File: src/sv/gcrap_clear.sv
`default_nettype none
module gcrap_clear #(
	parameter int DEPTH = 64,
	localparam int AW = (DEPTH > 1) ? $clog2(DEPTH) : 1
) (
	input  wire logic          clk,
	input  wire logic          arst_n,
	output logic               busy,
	output logic      [AW-1:0] addr
);

	logic          busy_q;
	logic [AW-1:0] idx_q;

	// sweep every entry once after reset
	always_ff @(posedge clk or negedge arst_n) begin
		if (!arst_n) begin
			busy_q <= 1'b1;
			idx_q  <= '0;
		end else if (busy_q) begin
			if (idx_q == AW'(DEPTH - 1)) begin
				busy_q <= 1'b0;
			end else begin
				idx_q <= idx_q + AW'(1);
			end
		end
	end

	assign busy = busy_q;
	assign addr = idx_q;

endmodule
`default_nettype wire

File: config.mk
export PLATFORM = sky130hd
export DESIGN_NAME = gcrap_clear
export DESIGN_NICKNAME = d
export VERILOG_FILES = /design/src/sv/gcrap_clear.sv
export SDC_FILE = /design/constraint.sdc
export NUM_CORES = 1
export LEC_CHECK = 0
export ABC_CLOCK_PERIOD_IN_PS = 1570
export BUFFER_PORTS_ARGS = -buffer_cell sky130_fd_sc_hd__buf_2
export CORE_AREA = 2 2 39 41
export CTS_CLUSTER_SIZE = 40
export DETAILED_ROUTE_END_ITERATION = 10
export DIE_AREA = 0 0 41 43
export PLACE_DENSITY_LB_ADDON = 0.2
export SKIP_LAST_GASP = 1
export SYNTH_ARGS = -nofsm -noshare
export SYNTH_HDL_FRONTEND = slang
export SYNTH_SLANG_ARGS = --single-unit
File: constraint.sdc
create_clock -name clk -period 1.57 [get_ports clk]
set_input_delay 0.0785 -clock clk [delete_from_list [all_inputs] [get_ports clk]]
set_output_delay 0.0785 -clock clk [all_outputs]
set_load 0.1 [all_outputs]
* Yosys cells after proc, flatten, opt, wreduce, memory -nomap -nowiden
Index checks and enable logic that the tools add are counted.
** Operators by class
- $add $sub $neg :: 1
- Multipliers :: 0
- Div/mod/pow operators :: 0
- Magnitude comparators :: 0
- Eq/ne operators :: 1
- Shift operators :: 0
- Mux-type cells :: 2
- Bitwise gates (word level) :: 1
- Reduce and logical (&&, ||, !) cells :: 1
** Operator list (number)
- $add 6x1->6 const B :: 1
- $eq 6x6->1 const B :: 1
- $mux 1 :: 2
- $reduce_and 2->1 :: 1
- $not 1->1 :: 1
** Word-level totals
- Register bits after elaboration :: 7
- Latch bits :: 0
- Bits in writable memories :: 0
- Bits in read-only memories :: 0
- Bits of input ports :: 2
- Output and inout bits :: 7
- Logic and storage cells :: 8
- Memories kept :: 0

* Logic depth before layout (Yosys ltp)
- Word-level depth :: 3
- Depth in mapped cells :: 4
- Depth with buffers taken out :: 4

* Worst setup path after synthesis
OpenSTA, ideal clock, no wires.
- Kind :: flip-flop to flip-flop
- Start point :: reg idx_q[0], in the netlist addr[0]
- End point :: reg idx_q[1], in the netlist addr[1]
- Setup time :: 0.128 ns
- Arrival :: 1.920 ns
- Data required time :: 1.442 ns
- Slack :: -0.478 ns
- Cell stages (with the launch flop) :: 5
- Period minus slack after synthesis :: 2.048 ns
- Cell sequence :: dfrtp_1 ha_1 nand2_1 o21ai_2 mux2_1
** On the way
- Cells in the longest elaborated chain, start to end :: 3
- Elaborated cells between the ends (all ways) :: 4
- Those cells by class :: 1 x add/sub; 1 x eq/ne; 1 x bitwise; 1 x reduce/logical
** RTL lines
- start, declared :: RTL line 13 : logic [AW-1:0] idx_q;
- start signal, assigned :: RTL line 24 : idx_q <= idx_q + AW'(1);
- branches (longest 3 deep; another with $add 6x1->6)
Several ways; the timed one is not identified.
A chain may end at the register's enable or synchronous reset.

* Worst setup path in the final report
- Start point :: reg busy_q, in the netlist busy
- End point :: out busy
** RTL lines
- start, declared :: RTL line 12 : logic busy_q;
- start signal, assigned :: RTL line 18 : busy_q <= 1'b1;
- start signal, assigned :: RTL line 22 : busy_q <= 1'b0;
- end, declared :: RTL line 8 : output logic busy,
No word-level cell between the ends.

==> impl_metrics.toml <==
[clock_network]
clk_pin_slew_ns = 0.06
cts_made_buffers = 3
cts_setup_buffers = 0
cts_tree = "built"
cts_resized = 0
clock_sinks = 7
clk-insertion-delay-late_ns = 0.25
clk_path_buf_depth = 2
clock_tree.root_cell = "clkbuf_4"
htreeDepth = 1

[power_and_ir_drop]
power_frac_comb = 0.018
sequentialPowerShare = 0.515
finalPower_uw = 350.8
ir_drop_mv = 0.3602
power.share.switching = 0.2017
power.density_mw_per_mm2 = 780.9
clkPwrFrac = 0.467
power.leakage_nw = 0.2083
internal_power_uw = 280.0
net-switching-power_uw = 70.74

[critical_path]
end_kind = "primary output"
path_depth = 1
crit_start = "busy$_DFF_PN1_"
regToRegSetupSlack_ns = 0.20
cp_top_family = "flip-flops"
cp_slowest_cell = "dfstp_4"
r2r-start = "busy$_DFF_PN1_"
crit_type = "register to primary output"
crit_buf_inv = 1
endpoint = "busy"
worstPathArrival_ns = 1.31
ff2ff_path_depth = 3
slowest_delay_ns = 0.63
crit_fanout = 5
start_kind = "register"
path_cells = "buf_2"
required_ns = 1.49
reg2reg_to = "addr[5]$_DFFE_PN0P_"

[timing]
finalCriticalPeriod_ns = 1.390
rsz0062_at_grt = "false"
finalHoldViolCount = 0
finalSetupViolCount = 0
post-route-period-util = 0.8856
max_slew_margin = 0.6786
drv_slew = 0
fin_skew_ns = 0.007732
timing.fmax_mhz = 719.2
tightest_slew_ns = 0.4855
setup_ws_ns = 0.1795

[place]
numPortBuffers = 8
dpl.hpwl_um = 480.8
dp_slack_ns = 0.2111
gp_congestion = 0.6832

[logic_synthesis]
netlist_top_cells_area = "dfrtp_1, dfstp_2, a21oi_1, mux2_4, ha_1"
syn_area_um2 = 324.1
synth_fp_nets = 30
ys_seq_area_frac = 0.5444
ys_types = 18
yosys_warnings = 0
synth-seq-cells = 7
postSynthCellCount = 27
synth_top_cell_by_area = "dfrtp_1"
avgSynthCellArea_um2 = 12.00
synth_top_area_share = 0.4633

[global_routing]
grt_max_degree = 8
grt_first_pass_wirelength_mm = 1.097
track_usage = 0.1030
antenna_found_initial = 0
grt_overflow = 0
grt_pass1_vias = 258

[routing]
drtIter0Drc = 4
viasPerCell = 4.786
wire_per_inst_um = 11.68
drc = 0
drt-total-wl_um = 654
first_pass_iters = 2
vias = 268
final_antenna_net_count = 0

[flow_run]
cap_violations = 0

[floorplanning]
fp.dieW_um = 41
coreArea_mm2 = 0.001384
start_util = 0.2342
io_pins = 9
dieHeight_um = 43
die_area_mm2 = 0.001763
row_count = 14

[final_layout]
finalNetCount = 44
drive_above_1_share = 0.6000
syn_to_final_growth_pct = 38.61
fill_cells = 146
diodes = 0

[hold_path]
hp-class = "input port to asynchronous set/reset pin"

[run_status]
status = "completed"
[cell type report]
| type | instances | area, um2 | share of cell area |
|---|---|---|---|
| clock buffer | 4 | 26.28 | 0.05850 |
| inverter | 1 | 3.754 | 0.008357 |
| multi-input combinational | 19 | 156.4 | 0.3482 |
| sequential | 7 | 192.7 | 0.4290 |
| tap | 16 | 20.02 | 0.04457 |
| timing repair buffer | 9 | 50.05 | 0.1114 |
[registers in the layout, summed over array words and instances, names as in the netlist]
| signal | cells |
|---|---|
| addr | 6 |
| busy | 1 |
[layout by cell type (no fill, tap or decap), types with 2 or more instances in the layout]
| master | count |
|---|---|
| dfrtp_4 | 2 |
| nand2_1 | 2 |
| dfrtp_2 | 4 |
| nand3_1 | 2 |
| a21oi_1 | 3 |
| clkbuf_4 | 3 |
| buf_2 | 8 |
[cells in the mapped netlist]
cell type / instances
dfrtp_1: 6
nand4_1: 1
nor2b_1: 1
mux2_4: 1
ha_1: 1
o21ai_2: 1
and4_4: 1
a31oi_1: 1
nand2_1: 2
dfstp_2: 1
and3_2: 1
nand3_1: 2
mux2_1: 1
o21a_1: 1
xnor2_1: 1
nand3_2: 1
inv_1: 1
a21oi_1: 3
[stage by stage]
step,cells,hold WS [ns],setup TNS [ns],util,area (um2)
floorplan,27,-0.2171,-0.006716,-,352.8
global placement,51,-0.08055,0,0.2984,412.9
detailed placement,51,-0.07713,0,0.2984,412.9
CTS,56,0.1926,0,0.3246,449.2
global route,56,0.1961,0,0.3246,449.2
finish,56,0.1892,0,0.3246,449.2
[power by group through the flow]
stage | logic, mW | registers [mW] | clock network [mW]
6_report | 0.00632 | 0.180 | 0.164
5_1_grt | 0.00738 | 0.180 | 0.192
4_1_cts | 0.00675 | 0.180 | 0.171
3_5_place_dp | 0.00471 | 0.184 | 0
3_3_place_gp | 0.00454 | 0.184 | 0
2_1_floorplan | 0.0000000615 | 0.184 | 0
[repair_timing]
action | in CTS | in global routing
endpoints found under the hold margin | 7 | 0
hold buffers | 1 | 0
setup endpoints to repair | 0 | 0
[per-layer routing]
metal	vias up	part of all wire	routed length (um)	GRT usage
met5	-	0	0	0
met4	0	0.038	25	0.1000
met3	5	0.066	43	0.04712
met2	10	0.47	310	0.1375
met1	126	0.42	275	0.1115
li1	127	-	-	-
[worst min path at each step]
stage                     endpoint  slack, ns  depth (start not counted)
2_1_floorplan  addr[2]$_DFFE_PN0P_      -0.22                          0
3_3_place_gp   addr[0]$_DFFE_PN0P_      -0.08                          1
3_5_place_dp   addr[1]$_DFFE_PN0P_      -0.08                          1
4_1_cts        addr[5]$_DFFE_PN0P_       0.19                          2
5_1_grt        addr[0]$_DFFE_PN0P_       0.20                          2
6_report       addr[5]$_DFFE_PN0P_       0.19                          2
[cells by family (layout without fill, tap and decap cells)]
family | after synthesis | count (layout) | synth area share
mux | 2 | 2 | 0.08107
simple gates | 9 | 9 | 0.1815
compound gates | 6 | 6 | 0.1158
buf+inv | 1 | 14 | 0.01157
flops | 7 | 7 | 0.5444
xor+xnor | 1 | 1 | 0.02703
fa+ha+maj | 1 | 1 | 0.03860
(Power assumes the default switching activity.)
