<file path="src/sv/gcrap_pkg.sv">
`default_nettype none
package gcrap_pkg;

	// field widths of the stream beats
	localparam int TENANT_W   = 6;
	localparam int ARRIVAL_W  = 48;
	localparam int LEVEL_W    = 32;
	localparam int RATE_W     = 32;
	localparam int LIMIT_W    = 31;
	localparam int INC_W      = 16;
	localparam int DRAIN_W    = 33;
	localparam int S_TDATA_W  = 56;
	localparam int M_TDATA_W  = 40;
	localparam int CFG_IDX_W  = 2;
	localparam int CFG_DATA_W = 32;

	// configuration register indexes
	localparam logic [CFG_IDX_W-1:0] REG_DRAIN_RATE  = 2'd0;
	localparam logic [CFG_IDX_W-1:0] REG_BURST_LIMIT = 2'd1;
	localparam logic [CFG_IDX_W-1:0] REG_PACKET_INC  = 2'd2;

	// configuration reset values
	localparam logic [RATE_W-1:0]  DRAIN_RATE_RST  = 32'd65536;
	localparam logic [LIMIT_W-1:0] BURST_LIMIT_RST = 31'd12000;
	localparam logic [INC_W-1:0]   PACKET_INC_RST  = 16'd1500;

	// verdict codes
	localparam logic VERDICT_PASS = 1'b0;
	localparam logic VERDICT_DROP = 1'b1;

	// drained amount cap: empties any level
	localparam logic [DRAIN_W-1:0] DRAIN_CAP = 33'h1_0000_0000;

	// load strobes for the drain unit's pipeline registers
	typedef struct packed {
		logic s3;
		logic s4;
	} drain_ld_t;

endpackage
`default_nettype wire

</file>
<file path="src/sv/gcrap_drain.sv">
`default_nettype none
module gcrap_drain #(
	parameter int TIME_BITS = 48
) (
	input  wire logic                           clk,
	input  wire gcrap_pkg::drain_ld_t           ld,
	input  wire logic [TIME_BITS-1:0]           elapsed_s2,
	input  wire logic [gcrap_pkg::RATE_W-1:0]   rate,
	output logic      [gcrap_pkg::DRAIN_W-1:0]  drain_s4
);

	logic [63:0] elapsed64;
	logic [63:0] p_lo;
	logic [63:0] p_hi;
	logic [63:0] p_lo_s3;
	logic [15:0] p_hi16_s3;
	logic        hi_cap_s3;
	logic [48:0] sum;
	logic        cap;

	// split the elapsed time into two 32-bit halves, one product each
	assign elapsed64 = 64'(elapsed_s2);
	assign p_lo      = elapsed64[31:0] * rate;
	assign p_hi      = elapsed64[63:32] * rate;

	always_ff @(posedge clk) begin
		if (ld.s3) begin
			p_lo_s3   <= p_lo;
			p_hi16_s3 <= p_hi[15:0];
			hi_cap_s3 <= |p_hi[63:16];
		end
	end

	// combine the halves, drop the fraction, hold at the cap
	assign sum = 49'({p_hi16_s3, 16'h0000}) + 49'(p_lo_s3[63:16]);
	assign cap = hi_cap_s3 || (sum > 49'(gcrap_pkg::DRAIN_CAP));

	always_ff @(posedge clk) begin
		if (ld.s4) begin
			drain_s4 <= cap ? gcrap_pkg::DRAIN_CAP : sum[gcrap_pkg::DRAIN_W-1:0];
		end
	end

endmodule
`default_nettype wire
</file>
<file path="config.mk">
export PLATFORM = sky130hd
export DESIGN_NAME = gcrap_drain
export DESIGN_NICKNAME = d
export VERILOG_FILES = /design/src/sv/gcrap_pkg.sv /design/src/sv/gcrap_drain.sv
export SDC_FILE = /design/constraint.sdc
export NUM_CORES = 2
export LEC_CHECK = 0
export ABC_CLOCK_PERIOD_IN_PS = 17630
export BUFFER_PORTS_ARGS = -buffer_cell sky130_fd_sc_hd__buf_2
export CAP_MARGIN = 0
export CORE_ASPECT_RATIO = 1.2
export CORE_UTILIZATION = 62
export DETAILED_ROUTE_END_ITERATION = 6
export PLACE_DENSITY = 0.79
export SYNTH_ARGS = -nofsm -noshare
export SYNTH_HDL_FRONTEND = slang
export SYNTH_SLANG_ARGS = --single-unit
export TNS_END_PERCENT = 1
</file>
<file path="constraint.sdc">
create_clock -name clk -period 17.63 [get_ports clk]
set_input_delay 5.289 -clock clk [delete_from_list [all_inputs] [get_ports clk]]
set_output_delay 5.289 -clock clk [all_outputs]
set_load 0.01 [all_outputs]
</file>
# Word level (Yosys, flattened, before mapping)
# Cells that the tools add are included.
word_totals:
  reg_bits: 114
  latch_bits: 0
  mem_bits_rw: 0
  mem_bits_ro: 0
  input_bits: 83
  output_inout_bits: 33
  wordCells: 10
  mem_count: 0
op_classes:
  add_sub_neg: 1
  multipliers: 2
  div: 0
  order_cmp: 1
  eq_ne: 0
  n_shift: 0
  muxes: 0
  bitwise: 0
  n_reduce_logical: 2
op_table:
  columns: ["cell", "n"]
  rows:
  - ["$mul 32x32->64", 1]
  - ["$add 32x48->49", 1]
  - ["$gt 49x33->1 const B", 1]
  - ["$mul 16x32->48", 1]
  - ["$reduce_or 48->1", 1]
  - ["$logic_or 1x1->1", 1]

# Longest topological paths before layout
depth:
  depth_word: 3
  ltp_mapped: 32
  depth_no_buf: 29

# Least setup slack after synthesis
# Ideal clock, no wire load.
synth_timing:
  path_type: "in2reg"
  from: "input rate[9] (netlist bit)"
  to: "register p_lo_s3[62] (data pin)"
  setup_ns: 0.135
  arrival_ns: 12.774
  t_required_ns: 17.495
  path_slack_ns: 4.721
  path_stages: 27
  path_buffers: 3
  path_cell_list: "clkbuf_1 clkbuf_1 nand2_1 fa_1 fa_1 fa_1 fa_1 inv_1 fa_1 fa_1 fa_1 inv_1 fa_1 inv_1 ha_1 buf_2 and3_1 nand2_2 or2_4 o22ai_1 o31ai_2 or4_4 o2111a_2 nor2_4 a31oi_4 or4b_1 nand3_1"
synth_via:
  elab_chain_len: 1
synth_lines:
  columns: ["item", "line_no", "text"]
  rows:
  - ["from (decl)", "gcrap_drain.sv:8", "input wire logic [gcrap_pkg::RATE_W-1:0] rate,"]
  - ["$mul 32x32->64", "gcrap_drain.sv:23", "assign p_lo = elapsed64[31:0] * rate;"]
  - ["named net p_lo[62]", "gcrap_drain.sv:13", "logic [63:0] p_lo;"]
  - ["to (signal assigned)", "gcrap_drain.sv:28", "p_lo_s3 <= p_lo;"]
  - ["to (decl)", "gcrap_drain.sv:15", "logic [63:0] p_lo_s3;"]
# The timed path passes the listed nets, and every way through them passes these cells.
# A chain may end at the register's enable or synchronous reset.

# Worst setup path in the final report
# Same ends and word-level chain as after synthesis.

==> impl_metrics.toml <==
[setup_path]
criticalPathCategory = "primary input to register"
crit_fanout = 48
end_kind = "register"
rr_worst_depth = 14
r2r_start = "p_lo_s3[32]"
cp-start-kind = "primary input"
cp.arrival_ps = 14250
worst_ep_required_time_ps = 17890
r2r_slack_ps = 12970
critical_path.reg2reg.endpoint = "drain_s4[26]"

[layout]
seqCellArea_sq_um = 2940
multi_input_area_sq_um = 43400
final_nets = 7248
nFillCells = 6833
syn_to_final_growth_pct = 2.58
drive_gt1_share_pct = 3.61

[synth]
yosysTopAreaCell = "fa_1"
muxShareOfSynthArea_pct = 0.0384
yosysMostFrequentCell = "fa_1"
synth_nets = 7402
yosys.area_share.adder_pct = 59.9
syn_area_sq_um = 52200
ys_types = 83
synthTopCellsByCount = "fa_1, inv_1, nand2_1"
ys_top_cells_by_area = "fa_1, ha_1, inv_1"
synthArstFlopShare_pct = 0
ys_warn_count = 0
synth_edf_count = 98
ys_ff_latch = 98
syn_area_per_cell_sq_um = 9.30
synth-xor-area-share_pct = 1.71
synth_flop_cell = "edfxtp_1"
synth_simple_gate_area_share_pct = 17.1
synth_cells = 5609
yosysTopAreaCellShare_pct = 50.4
ys_seq_area_share_pct = 5.64
synth_compound_area_share_pct = 4.47
synth_top_family_by_area = "adder cells"

[clock_tree]
clk_pin_slew_ps = 70
cts.sinks = 98
cts_buffer_depth = 2
cts_hold_buffers = 0
post_cts_buffers = 0
cts_buffers = 9
cts-root-buf = "clkbuf_16"
clock_latency_ps = 410
htreeDepth = 3
cts_resized = 0
cts_tree = "done"

[detailed_routing]
route.detailed.drc = 4
ant_nets = 0
routed_wl_mm = 137
viasPerCell = 5.85
vias = 38500
wl_per_cell_um = 20.8
drtIter0Drc = 2362
drtPass1Iterations = 7

[timing]
relSlewSlack_pct = 15.1
finalHoldViolations = 0
period_share_pct = 79.3
clock_skew_ps = 23.6
drv_slew = 0
setup_viol = 0
fin_tns_setup_ps = 0
rsz0062_at_grt = "no"
period_needed_ps = 13990
max_freq_mhz = 71.5
max_slew.worst_pin.slew_ps = 1270

[hold_path]
min_to = "drain_s4[9]"
hold_start = "p_lo_s3[25]"
holdPathStages = 1
hp-class = "register to register"

[floorplanning]
io_pins = 116
initial_core_util_pct = 62.6
coreArea_sq_um = 83300
fp.dieH_um = 320
die-area_sq_um = 85300
num_rows = 116
die_w_um = 267

[grt]
grtUsageMet2_pct = 57.9
grt.busiest_layer = "met2"
grt_use_total_pct = 33.8
grt_pass1_vias = 42500
overflow = 0
grt_max_degree = 66
grt_first_pass_wirelength_mm = 223
use_met3_pct = 5.35
antenna_found_initial = 9
use_met1_pct = 41.5

[flow_run]
cap_violations = 0

[placement]
gp_congestion = 0.910
dpl.hpwl_mm = 104
portBuffers = 115

[outcome]
violations = "design-rule violations"
status = "complete, but fails checks"
## layer usage
metal  part of all wire, %  routed length (um)
met1                    36               49100
met2                    50               68400
met3                   8.1               11100
met4                   5.9                8010
met5                 0.034                  46
## kinds of logic (layout without fill, tap and decap cells)
family	count (synthesis)	count (layout)
adder cells (fa/ha/maj)	1710	1710
buffers and inverters	1542	1393
other	0	3
AO/OA/AOI/OAI	341	341
multiplexers	2	2
AND/OR/NAND/NOR	1814	1814
flip-flops	98	98
XOR/XNOR	102	102
## state kept, by name (all words and copies together) (netlist names)
register and count:
p_lo_s3 48, drain_s4 33, p_hi16_s3 16, hi_cap_s3 1
## layout make-up
type	instances	area share, %
multi-input cells	3969	81.2
inverters	1226	8.60
flip-flops and latches	98	5.50
well taps	1121	2.62
repair buffers	151	1.58
clock buffers	9	0.421
clock inverters	7	0.115
diodes	3	0.0140
## through the flow
step | utilization [%] | setup slack (ps) | hold slack (ps) | cell area [sq um] | cells
3_3_place_gp | 63.9 | 3490 | 552 | 53200 | 6565
2_1_floorplan | - | 4720 | 514 | 52200 | 5609
6_report | 64.2 | 3640 | 575 | 53500 | 6584
4_1_cts | 64.2 | 3770 | 577 | 53500 | 6581
5_1_grt | 64.2 | 3490 | 602 | 53500 | 6582
3_5_place_dp | 63.9 | 3380 | 561 | 53200 | 6565
## placed cells by master (no fill, tap or decap), types with 5 or more instances in the layout
cell / instances
a31oi_1: 12
nand2_1: 911
o21bai_1: 19
fa_1: 1314
nor4_1: 7
a211oi_1: 11
o21a_1: 14
buf_2: 115
nor2_1: 67
ha_1: 396
o21ai_0: 56
edfxtp_1: 98
nand3_1: 15
a21oi_1: 87
and2_1: 709
o21ai_1: 5
xor2_1: 48
buf_4: 36
and3_1: 10
xnor2_1: 54
clkbuf_16: 9
nor2b_1: 14
inv_1: 1226
nor3_1: 16
o211ai_1: 10
nand4_1: 30
a21o_1: 56
## worst max-delay path by stage
stage,slack (ps),to,startpoint,cells after the start
final,3640,p_lo_s3[62],rate[9],25
after global routing,3490,p_lo_s3[63],rate[9],27
after CTS,3770,p_lo_s3[62],rate[15],26
after detailed placement,3380,p_lo_s3[62],rate[15],26
after global placement,3490,p_lo_s3[62],rate[15],25
after floorplan,4720,p_lo_s3[62],rate[9],27
## critical path: stages
cell	delay [ps]
buf_2	890
nand2_1	180
fa_1	530
fa_1	540
fa_1	520
fa_1	520
inv_1	60
fa_1	570
fa_1	430
fa_1	490
inv_1	50
fa_1	490
inv_1	50
ha_1	410
and3_1	260
nand2_2	80
or2_4	250
o22ai_1	490
o31ai_2	290
or4_4	580
o2111a_2	310
nor2_4	200
a31oi_4	130
or4b_1	510
nand3_1	90
Power is not shown: default switching activity piles up to over one toggle a cycle in this logic, so the estimate is an artifact.
